**src/hdl/odd_pkg.sv**
```systemverilog
// Shared types, constants and helper functions for the OFDM deinterleaver
// and depuncturer. No dependencies; every other file of the block imports it.
package odd_pkg;

  localparam int DATA_CARRIERS = 48;
  localparam int BANK_DEPTH    = DATA_CARRIERS * 6;
  localparam int POS_W         = $clog2(BANK_DEPTH);
  localparam int CNT_W         = $clog2(BANK_DEPTH + 1);
  localparam int PHASE_W       = 3;

  typedef enum logic [1:0] {
    MOD_BPSK  = 2'd0,
    MOD_QPSK  = 2'd1,
    MOD_16QAM = 2'd2,
    MOD_64QAM = 2'd3
  } modulation_e;

  typedef enum logic [1:0] {
    CMD_BIT   = 2'd0,
    CMD_DRAIN = 2'd1,
    CMD_START = 2'd2
  } command_e;

  typedef enum logic {
    ST_IDLE,
    ST_LOAD
  } state_e;

  localparam logic CFG_MODULATION = 1'b0;
  localparam logic CFG_CODE_RATE  = 1'b1;

  localparam logic [1:0] SYM_ERASURE = 2'd2;

  // Puncturing patterns, bit p is position p; an unused rate code falls back to 1/2.
  localparam logic [5:0] RATE_PATTERN [4] = '{6'b000011, 6'b000111, 6'b100111, 6'b000011};
  localparam logic [PHASE_W-1:0] RATE_PERIOD [4] = '{3'd2, 3'd4, 3'd6, 3'd2};

  typedef struct packed {
    logic [1:0]         lead;
    logic [1:0]         trail;
    logic [PHASE_W-1:0] next_phase;
  } plan_t;

  typedef struct packed {
    logic [1:0] lead;
    logic [1:0] trail;
    logic       done;
  } dp_req_t;

  function automatic logic [CNT_W-1:0] ncbps_of(modulation_e m);
    logic [CNT_W-1:0] n;
    unique case (m)
      MOD_BPSK:  n = CNT_W'(DATA_CARRIERS * 1);
      MOD_QPSK:  n = CNT_W'(DATA_CARRIERS * 2);
      MOD_16QAM: n = CNT_W'(DATA_CARRIERS * 4);
      MOD_64QAM: n = CNT_W'(DATA_CARRIERS * 6);
      default:   n = CNT_W'(DATA_CARRIERS * 1);
    endcase
    return n;
  endfunction

  function automatic logic [PHASE_W-1:0] phase_step(logic [PHASE_W-1:0] p,
                                                    logic [PHASE_W-1:0] period);
    logic [PHASE_W-1:0] nxt;
    nxt = p + PHASE_W'(1);
    return (nxt == period) ? '0 : nxt;
  endfunction

  // Erasures before and after the received bit, and the phase that follows.
  function automatic plan_t depunct_plan(logic [1:0] rate, logic [PHASE_W-1:0] phase);
    plan_t              pl;
    logic [PHASE_W-1:0] p;
    logic [PHASE_W-1:0] period;
    period   = RATE_PERIOD[rate];
    p        = (phase >= period) ? '0 : phase;
    pl.lead  = '0;
    pl.trail = '0;
    for (int n = 0; n < 2; n++) begin
      if (!RATE_PATTERN[rate][p]) begin
        pl.lead = pl.lead + 2'd1;
        p       = phase_step(p, period);
      end
    end
    p = phase_step(p, period);
    for (int n = 0; n < 2; n++) begin
      if (!RATE_PATTERN[rate][p]) begin
        pl.trail = pl.trail + 2'd1;
        p        = phase_step(p, period);
      end
    end
    pl.next_phase = p;
    return pl;
  endfunction

  // Exact floor(x / 3) for x below 2048.
  function automatic logic [POS_W-1:0] div3(logic [POS_W-1:0] x);
    logic [POS_W+10:0] prod;
    prod = (POS_W + 11)'(x) * (POS_W + 11)'(683);
    return prod[POS_W+10:11] & POS_W'({POS_W{1'b1}});
  endfunction

endpackage

```
**src/hdl/odd_addr.sv**
```systemverilog
// Two-stage deinterleaver address unit: first stage registers the quotients
// of the write position, second stage forms the bank address. Uses odd_pkg.
module odd_addr (
  input  logic                     clk_i,
  input  logic                     load_i,
  input  logic [odd_pkg::POS_W-1:0] pos_i,
  input  odd_pkg::modulation_e     mod_i,
  output logic [odd_pkg::POS_W-1:0] addr_o
);
  import odd_pkg::*;

  logic [POS_W-1:0]  j_q;
  logic [POS_W-1:0]  jd3_q;
  logic [3:0]        t_q;
  logic [POS_W-1:0]  jd3;
  logic [POS_W+5:0]  jd9_prod;
  logic [3:0]        t;

  logic [POS_W-1:0]  i_val;
  logic [POS_W-1:0]  jd3x3;
  logic [1:0]        jm3;
  logic [7:0]        t11;
  logic [3:0]        tm3;
  logic [2:0]        rsum;
  logic [1:0]        rmod;
  logic [CNT_W-1:0]  ncbps_m1;
  logic [POS_W+3:0]  i16;
  logic [POS_W+3:0]  wrap;
  logic [POS_W+3:0]  kdiff;

  // j / D with D = N_CBPS / 16, which is 3, 6, 12 or 18
  always_comb begin
    jd3      = div3(pos_i);
    jd9_prod = (POS_W + 6)'(pos_i) * (POS_W + 6)'(57);
    unique case (mod_i)
      MOD_BPSK:  t = jd3[3:0];
      MOD_QPSK:  t = jd3[4:1];
      MOD_16QAM: t = jd3[5:2];
      MOD_64QAM: t = jd9_prod[POS_W+4:POS_W+1];
      default:   t = jd3[3:0];
    endcase
  end

  always_ff @(posedge clk_i) begin
    if (load_i) begin
      j_q   <= pos_i;
      jd3_q <= jd3;
      t_q   <= t;
    end
  end

  // Second permutation step; floor(i / D) equals j / D, so t serves both steps.
  always_comb begin
    jd3x3 = POS_W'({jd3_q, 1'b0}) + jd3_q;
    jm3   = 2'(j_q - jd3x3);
    t11   = 8'(t_q) * 8'd11;
    tm3   = t_q - 4'(3 * t11[7:5]);
    rsum  = 3'(jm3) + 3'(tm3);
    rmod  = (rsum >= 3'd3) ? 2'(rsum - 3'd3) : rsum[1:0];
    unique case (mod_i)
      MOD_BPSK,
      MOD_QPSK:  i_val = j_q;
      MOD_16QAM: i_val = {j_q[POS_W-1:1], j_q[0] ^ t_q[0]};
      MOD_64QAM: i_val = jd3x3 + POS_W'(rmod);
      default:   i_val = j_q;
    endcase
    ncbps_m1 = ncbps_of(mod_i) - CNT_W'(1);
    i16      = {i_val, 4'b0000};
    wrap     = (POS_W + 4)'(ncbps_m1) * (POS_W + 4)'(t_q);
    kdiff    = i16 - wrap;
    addr_o   = kdiff[POS_W-1:0];
  end

endmodule

```
**src/hdl/odd_bank.sv**
```systemverilog
// Two symbol banks of one-bit entries in a single synchronous memory with
// one write port and one registered read port. Uses odd_pkg.
module odd_bank (
  input  logic                     clk_i,
  input  logic                     wr_en_i,
  input  logic                     wr_bank_i,
  input  logic [odd_pkg::POS_W-1:0] wr_pos_i,
  input  logic                     wr_bit_i,
  input  logic                     rd_en_i,
  input  logic                     rd_bank_i,
  input  logic [odd_pkg::POS_W-1:0] rd_pos_i,
  output logic                     rd_bit_o
);
  import odd_pkg::*;

  logic mem_q [2][BANK_DEPTH];
  logic rd_bit_q;

  always_ff @(posedge clk_i) begin
    if (wr_en_i) begin
      mem_q[wr_bank_i][wr_pos_i] <= wr_bit_i;
    end
  end

  // Hold the last read until the next read is issued.
  always_ff @(posedge clk_i) begin
    if (rd_en_i) begin
      rd_bit_q <= mem_q[rd_bank_i][rd_pos_i];
    end
  end

  assign rd_bit_o = rd_bit_q;

endmodule

```
**src/hdl/odd_depunct.sv**
```systemverilog
// Depuncturing output stage: emits leading erasures, the received bit and
// trailing erasures, one result per cycle while out_ready_i is high. Uses odd_pkg.
module odd_depunct (
  input  logic             clk_i,
  input  logic             rst_ni,
  input  logic             start_i,
  input  odd_pkg::dp_req_t req_i,
  input  logic             bit_i,
  input  logic             out_ready_i,
  output logic             out_valid_o,
  output logic [1:0]       symbol_o,
  output logic             symbol_done_o,
  output logic             last_o,
  output logic             free_o
);
  import odd_pkg::*;

  logic       busy_q;
  logic [1:0] idx_q;
  logic [1:0] lead_q;
  logic [1:0] last_idx_q;
  logic       bit_q;
  logic       done_q;
  logic       last;

  assign last = (idx_q == last_idx_q);

  always_ff @(posedge clk_i or negedge rst_ni) begin
    if (!rst_ni) begin
      busy_q <= 1'b0;
      idx_q  <= '0;
    end else if (start_i) begin
      busy_q <= 1'b1;
      idx_q  <= '0;
    end else if (busy_q && out_ready_i) begin
      if (last) begin
        busy_q <= 1'b0;
      end else begin
        idx_q <= idx_q + 2'd1;
      end
    end
  end

  always_ff @(posedge clk_i) begin
    if (start_i) begin
      lead_q     <= req_i.lead;
      last_idx_q <= req_i.lead + req_i.trail;
      bit_q      <= bit_i;
      done_q     <= req_i.done;
    end
  end

  assign free_o        = !busy_q || (out_ready_i && last);
  assign out_valid_o   = busy_q;
  assign symbol_o      = (idx_q == lead_q) ? {1'b0, bit_q} : SYM_ERASURE;
  assign symbol_done_o = done_q && last;
  assign last_o        = last;

endmodule

```
**src/hdl/ofdm_deinterleave_depuncture.sv**
```systemverilog
// Top level of the OFDM deinterleaver and depuncturer; instantiates odd_addr,
// odd_bank and odd_depunct, and uses odd_pkg.
//
// Coded bits enter one per request and are written into the filling symbol
// bank at the 802.11a deinterleaver address for the configured modulation;
// on the same request one position of the previously completed symbol is read
// back in natural order and depunctured into one to three results (erasures
// are code 2). A drain request reads without writing, a frame start request
// clears positions, bank selection and puncturing phase. Flow: a request
// that reads or writes is accepted, then holds a load state while the
// memory read returns and the write lands; after a read the load state
// stalls until the single output stage, which emits one result per cycle
// while out_ready_i is high, can take the new run; no request is accepted
// meanwhile. Requests with no memory access (frame start, drain with
// nothing held, the unused command) skip the load state. The banks are
// not cleared at reset and need no clearing pass. Write modulation and
// code_rate only while no request is in flight.
module ofdm_deinterleave_depuncture (
  input  logic       clk_i,
  input  logic       rst_ni,
  input  logic       cfg_we_i,
  input  logic       cfg_index_i,
  input  logic [1:0] cfg_wdata_i,
  input  logic       in_valid_i,
  output logic       in_ready_o,
  input  logic [1:0] command_i,
  input  logic       coded_bit_i,
  output logic       out_valid_o,
  input  logic       out_ready_i,
  output logic [1:0] decoded_symbol_o,
  output logic       symbol_done_o,
  output logic       last_of_run_o
);
  import odd_pkg::*;

  // control and configuration state
  state_e             state_q, state_d;
  modulation_e        mod_q;
  logic [1:0]         rate_q;
  logic [POS_W-1:0]   wp_q, wp_d;
  logic [POS_W-1:0]   rp_q, rp_d;
  logic               bank_q, bank_d;
  logic               held_q, held_d;
  logic [PHASE_W-1:0] phase_q, phase_d;
  logic               has_read_q, has_read_d;
  logic               wr_pend_q, wr_pend_d;

  // request payload carried into the load cycle
  logic               wbank_q;
  logic               wbit_q;
  dp_req_t            req_q, req_d;

  logic               accept;
  logic               rd_en;
  logic               addr_load;
  logic [POS_W-1:0]   j_pos;
  logic [CNT_W-1:0]   ncbps;
  logic [CNT_W-1:0]   rp_next;
  logic [CNT_W-1:0]   wp_next;
  plan_t              plan;
  logic [POS_W-1:0]   wr_addr;
  logic               rd_bit;
  logic               dp_start;
  logic               dp_free;
  logic               bank_we;

  assign accept = in_valid_i && in_ready_o;
  assign ncbps  = ncbps_of(mod_q);
  assign plan   = depunct_plan(rate_q, phase_q);

  // Read of the held symbol first, then the write; a completed fill swaps
  // the banks and restarts the read of the new held symbol.
  always_comb begin
    wp_d       = wp_q;
    rp_d       = rp_q;
    bank_d     = bank_q;
    held_d     = held_q;
    phase_d    = phase_q;
    has_read_d = has_read_q;
    wr_pend_d  = wr_pend_q;
    req_d      = req_q;
    rd_en      = 1'b0;
    addr_load  = 1'b0;
    j_pos      = (CNT_W'(wp_q) >= ncbps) ? '0 : wp_q;
    rp_next    = CNT_W'(rp_q) + CNT_W'(1);
    wp_next    = CNT_W'(j_pos) + CNT_W'(1);
    if (accept) begin
      has_read_d = 1'b0;
      wr_pend_d  = 1'b0;
      unique case (command_e'(command_i))
        CMD_BIT,
        CMD_DRAIN: begin
          if (held_q) begin
            if (CNT_W'(rp_q) >= ncbps) begin
              // symbol shortened by a modulation change: end it quietly
              held_d = 1'b0;
              rp_d   = '0;
            end else begin
              rd_en      = 1'b1;
              has_read_d = 1'b1;
              phase_d    = plan.next_phase;
              req_d.lead  = plan.lead;
              req_d.trail = plan.trail;
              req_d.done  = (rp_next == ncbps);
              if (rp_next == ncbps) begin
                held_d = 1'b0;
                rp_d   = '0;
              end else begin
                rp_d = rp_next[POS_W-1:0];
              end
            end
          end
          if (command_e'(command_i) == CMD_BIT) begin
            wr_pend_d = 1'b1;
            addr_load = 1'b1;
            if (wp_next == ncbps) begin
              wp_d   = '0;
              bank_d = ~bank_q;
              held_d = 1'b1;
              rp_d   = '0;
            end else begin
              wp_d = wp_next[POS_W-1:0];
            end
          end
        end
        CMD_START: begin
          wp_d    = '0;
          rp_d    = '0;
          bank_d  = 1'b0;
          held_d  = 1'b0;
          phase_d = '0;
        end
        default: begin
          // unused command: drop it
        end
      endcase
    end
  end

  // next state
  always_comb begin
    state_d = state_q;
    unique case (state_q)
      ST_IDLE: begin
        if (accept && (has_read_d || wr_pend_d)) begin
          state_d = ST_LOAD;
        end
      end
      ST_LOAD: begin
        if (!has_read_q || dp_free) begin
          state_d = ST_IDLE;
        end
      end
      default: state_d = ST_IDLE;
    endcase
  end

  // state outputs: the write repeats harmlessly while the load stalls
  always_comb begin
    in_ready_o = 1'b0;
    dp_start   = 1'b0;
    bank_we    = 1'b0;
    unique case (state_q)
      ST_IDLE: begin
        in_ready_o = 1'b1;
      end
      ST_LOAD: begin
        dp_start = has_read_q && dp_free;
        bank_we  = wr_pend_q;
      end
      default: begin
        in_ready_o = 1'b0;
      end
    endcase
  end

  always_ff @(posedge clk_i or negedge rst_ni) begin
    if (!rst_ni) begin
      state_q    <= ST_IDLE;
      mod_q      <= MOD_BPSK;
      rate_q     <= '0;
      wp_q       <= '0;
      rp_q       <= '0;
      bank_q     <= 1'b0;
      held_q     <= 1'b0;
      phase_q    <= '0;
      has_read_q <= 1'b0;
      wr_pend_q  <= 1'b0;
    end else begin
      state_q    <= state_d;
      wp_q       <= wp_d;
      rp_q       <= rp_d;
      bank_q     <= bank_d;
      held_q     <= held_d;
      phase_q    <= phase_d;
      has_read_q <= has_read_d;
      wr_pend_q  <= wr_pend_d;
      if (cfg_we_i) begin
        unique case (cfg_index_i)
          CFG_MODULATION: mod_q  <= modulation_e'(cfg_wdata_i);
          CFG_CODE_RATE:  rate_q <= cfg_wdata_i;
          default:        rate_q <= rate_q;
        endcase
      end
    end
  end

  always_ff @(posedge clk_i) begin
    req_q <= req_d;
    if (accept) begin
      wbank_q <= bank_q;
      wbit_q  <= coded_bit_i;
    end
  end

  odd_addr u_addr (
    .clk_i  (clk_i),
    .load_i (addr_load),
    .pos_i  (j_pos),
    .mod_i  (mod_q),
    .addr_o (wr_addr)
  );

  odd_bank u_bank (
    .clk_i     (clk_i),
    .wr_en_i   (bank_we),
    .wr_bank_i (wbank_q),
    .wr_pos_i  (wr_addr),
    .wr_bit_i  (wbit_q),
    .rd_en_i   (rd_en),
    .rd_bank_i (~bank_q),
    .rd_pos_i  (rp_q),
    .rd_bit_o  (rd_bit)
  );

  odd_depunct u_depunct (
    .clk_i         (clk_i),
    .rst_ni        (rst_ni),
    .start_i       (dp_start),
    .req_i         (req_q),
    .bit_i         (rd_bit),
    .out_ready_i   (out_ready_i),
    .out_valid_o   (out_valid_o),
    .symbol_o      (decoded_symbol_o),
    .symbol_done_o (symbol_done_o),
    .last_o        (last_of_run_o),
    .free_o        (dp_free)
  );

endmodule

```
**config.mk**
```make
export PLATFORM = sky130hd
export DESIGN_NAME = ofdm_deinterleave_depuncture
export DESIGN_NICKNAME = d
export VERILOG_FILES = /design/src/hdl/odd_pkg.sv /design/src/hdl/odd_addr.sv /design/src/hdl/odd_bank.sv /design/src/hdl/odd_depunct.sv /design/src/hdl/ofdm_deinterleave_depuncture.sv
export SDC_FILE = /design/constraint.sdc
export NUM_CORES = 1
export LEC_CHECK = 0
export BUFFER_PORTS_ARGS = -buffer_cell sky130_fd_sc_hd__buf_2
export CAP_MARGIN = 20
export CORE_UTILIZATION = 53
export CTS_BUF_LIST = sky130_fd_sc_hd__clkbuf_8
export DETAILED_ROUTE_END_ITERATION = 16
export GPL_ROUTABILITY_DRIVEN = 1
export PLACE_DENSITY = 0.68
export RECOVER_POWER = 100
export SLEW_MARGIN = 20
export SYNTH_ARGS = -nofsm -noshare
export SYNTH_HDL_FRONTEND = slang
export SYNTH_HIERARCHICAL = 1
export SYNTH_SLANG_ARGS = --single-unit
```
**constraint.sdc**
```tcl
create_clock -name clk_i -period 9.85 [get_ports clk_i]
set_input_delay 2.4625 -clock clk_i [delete_from_list [all_inputs] [get_ports clk_i]]
set_output_delay 2.4625 -clock clk_i [all_outputs]
set_load 0.02 [all_outputs]
```
==> results.cfg <==
[run_status]
status = finished, violations left
violations = capacitance limit, slew limit

[floorplanning]
io_pins = 17
die_x_um = 252
die_area_um2 = 63300
die_y_um = 252
coreArea_um2 = 61600
initial_core_util_pct = 53.6
rows = 91

[setup_path]
crit_required_ns = 10.28
cp_max_fo = 25
critPathMaxStageDelay_ns = 0.83
arrival_ns = 9.45
reg2reg_depth = 33
cp_slowest_cell = clkbuf_1
cp-end-kind = flop
worstSetupPathType = reg -> reg
crit_path_start_kind = flop
path_common_cell = ha_1

[synth]
syn_avg_cell_area_um2 = 12.7
syn_inst = 2606
synthXorXnorAreaFrac_pct = 1.63
synth.most_common_cell = nor2_1
synth_seq_cells = 637
synth-compound-area-share_pct = 5.91
synth_nets = 2785
synth_edf_count = 604
synth_fa_ha_area_share_pct = 7.53
synth_area_leaders = edfxtp_1, mux4_2, nor2_1, ha_1, fa_1
synth_mux_area_share_pct = 11.0
ys_seq_area_share_pct = 57.4
synth_area_um2 = 33000
yosys.area.top_type = edfxtp_1
synth-main-ff-cell = edfxtp_1
synth-warning-count = 6
synth_top_family_by_area = simple AND/OR/NAND/NOR gates
synthSimpleGateAreaFrac_pct = 12.7
yosys.area.top_type_share_pct = 54.9
synth_common_cells = nor2_1, edfxtp_1, mux4_2
async_reset_ff_share_pct = 5.18
ys_types = 92

[clock_tree]
holdBufCountCts = 0
clkLatencyLatePin_ns = 0.73
post_cts_buffers = 0
cts-resized-gates = 0
cts_root_buffer = clkbuf_8
cts.clk_slew.worst_paths_ns = 0.06
cts_tree = done
cts_max_path_buffers = 3
cts.htree.levels = 3
cts.sinks = 637
cts_buffers = 104

[detailed_routing]
first_pass_iters = 6
vias = 21500
route.detailed.drc = 0
routedWlPerCell_um = 22.9
avgViaCountPerCell = 6.06
detail-route-antenna-nets = 0
drt_iter0_drc = 2182
drt-total-wl_um = 81400

[power_and_ir_drop]
p_per_area_nw_per_um2 = 184
p_leak_nw = 11.9
internal-power_mw = 4.46
seqPwrFrac_pct = 45.7
irDropWorstVdd_mv = 0.150
p_sw_mw = 2.12
p_clk_share_pct = 32.0
switching_share_pct = 32.2
combPwrFrac_pct = 22.3

[finish]
fillCellCount = 4978
diodes = 0
utilization_pct = 57.8
regArea_um2 = 19000
stdcell_count = 3553
area_delta_synth_final_pct = 7.90
multiInputGateArea_um2 = 12800
fin_nets = 2807
drive_gt1_share_pct = 13.2

[hold_path]
worstHoldPathCells = 0
min_path_type = reg -> reg

[global_route]
grt_usage_pct = 26.0
overflow = 0
grt_pass1_wl_um = 123000
antenna_found_initial = 0
grt_pass1_vias = 21000
grt_start_max_net_pins = 305

[sta]
slew_headroom_pct = -312
setup_tns_ns = 0
post-route-period-util_pct = 91.6
finalSetupViolations = 0
slew_violations = 514
fmax_mhz = 111
worstMarginPinSlew_ns = 6.18
finalCriticalPeriod_ns = 9.02
finalHoldViolations = 0
rsz0062_at_grt = false
skew_ns = 0.0320

[placement]
dp_cells = 3356
place.gp.congestion = 0.922
place_hpwl_um = 49100
numPortBuffers = 16

[run]
cap_violations = 5
==> worst max-delay path: cells and delay by family, from the launching register on <==
family                   cells  cell delay (ns)
buffers and inverters        4             1.02
flip-flops                   1             0.53
AO/OA/AOI/OAI                6             1.03
adder cells (fa/ha/maj)     10             3.60
AND/OR/NAND/NOR              7             1.20
XOR/XNOR                     6             1.30
==> sequential cells by signal, indices dropped and copies added, names as in the netlist, 2 cells and up <==
signal / cells
mod_q: 2
u_addr/j_q: 5
u_depunct/idx_q: 2
rp_q: 9
wp_q: 9
rate_q: 2
u_addr/jd3_q: 5
u_depunct/lead_q: 2
u_addr/t_q: 4
u_bank/mem_q: 576
u_depunct/last_idx_q: 2
phase_q: 3
req_q: 5
==> cells in the final DEF, fill, tap and decap left out, types with 9 or more instances in the layout <==
master,n
a21oi_1,53
o21ai_0,53
mux4_2,132
a22oi_1,27
dfrtp_1,30
nand2b_1,9
xor2_1,17
and3_1,12
buf_4,36
nor2_1,646
nand3_1,38
nor4_1,11
nand2_1,123
or3_1,10
ha_1,117
clkinv_1,27
clkbuf_1,19
mux2i_1,56
nor2b_1,26
clkbuf_2,13
fa_1,51
nor3b_1,11
xnor2_1,41
and2_1,12
edfxtp_1,604
o211ai_1,12
clkinv_2,10
a211oi_1,11
a31oi_1,11
o22ai_1,12
nor3_1,32
clkbuf_8,106
inv_1,169
a21o_1,19
==> through the flow <==
step                      power (mW)  instance area (µm²)  setup WS, ns  hold WS, ns
after detailed placement        4.54                33900          1.06        0.407
after CTS                       6.63                35800         0.989        0.416
after global placement          4.50                33900          1.22        0.405
after global routing            6.87                35600         0.234        0.438
final                           6.57                35600         0.831        0.412
after floorplan                 4.18                33000          1.37        0.400
==> power by group through the flow <==
stage / Clock, mW / Combinational (mW) / Sequential [mW]
after floorplan: 0 / 1.09 / 3.08
after detailed placement: 0 / 1.48 / 3.05
after global placement: 0 / 1.45 / 3.05
after global routing: 2.25 / 1.61 / 3.01
final: 2.10 / 1.47 / 3.01
after CTS: 2.14 / 1.49 / 3.00
==> layer usage <==
| layer | part of all wire [%] | routed length, µm | global-route usage [%] |
|---|---|---|---|
| met1 | 39 | 31900 | 34.8 |
| met2 | 48 | 39400 | 43.4 |
| met3 | 9.8 | 7940 | 4.86 |
| met4 | 2.6 | 2130 | 7.74 |
| met5 | 0 | 0 | 0 |
==> final timing paths <==
kind	startpoint	to	slack (ns)
max	u_addr/t_q[1]$_DFFE_PP_	u_bank/mem_q[0][123]$_DFFE_PP_	0.83
max in group asynchronous	rst_ni	rp_q[0]$_DFFE_PN0P_	6.33
max reg2reg	u_addr/t_q[1]$_DFFE_PP_	u_bank/mem_q[0][123]$_DFFE_PP_	0.83
min in group asynchronous	rst_ni	wr_pend_q$_DFF_PN0_	2.22
min	req_q[0]$_DFFE_PP_	u_depunct/done_q$_DFFE_PP_	0.41
min reg2reg	req_q[0]$_DFFE_PP_	u_depunct/done_q$_DFFE_PP_	0.41
==> kinds of logic after synthesis <==
| group | after synthesis |
|---|---|
| AND/OR/NAND/NOR | 979 |
| flip-flops | 637 |
| buffers and inverters | 290 |
| AO/OA/AOI/OAI | 275 |
| multiplexers | 198 |
| adder cells (fa/ha/maj) | 168 |
| XOR/XNOR | 59 |
==> area by class of cell <==
| type | count | area share, % |
|---|---|---|
| flip-flops and latches | 637 | 53.2 |
| multi-input cells | 1679 | 35.8 |
| clock buffers | 106 | 4.09 |
| well taps | 837 | 2.94 |
| repair buffers | 79 | 1.37 |
| inverters | 127 | 1.36 |
| clock inverters | 88 | 1.18 |
(Power assumes the default switching activity.)
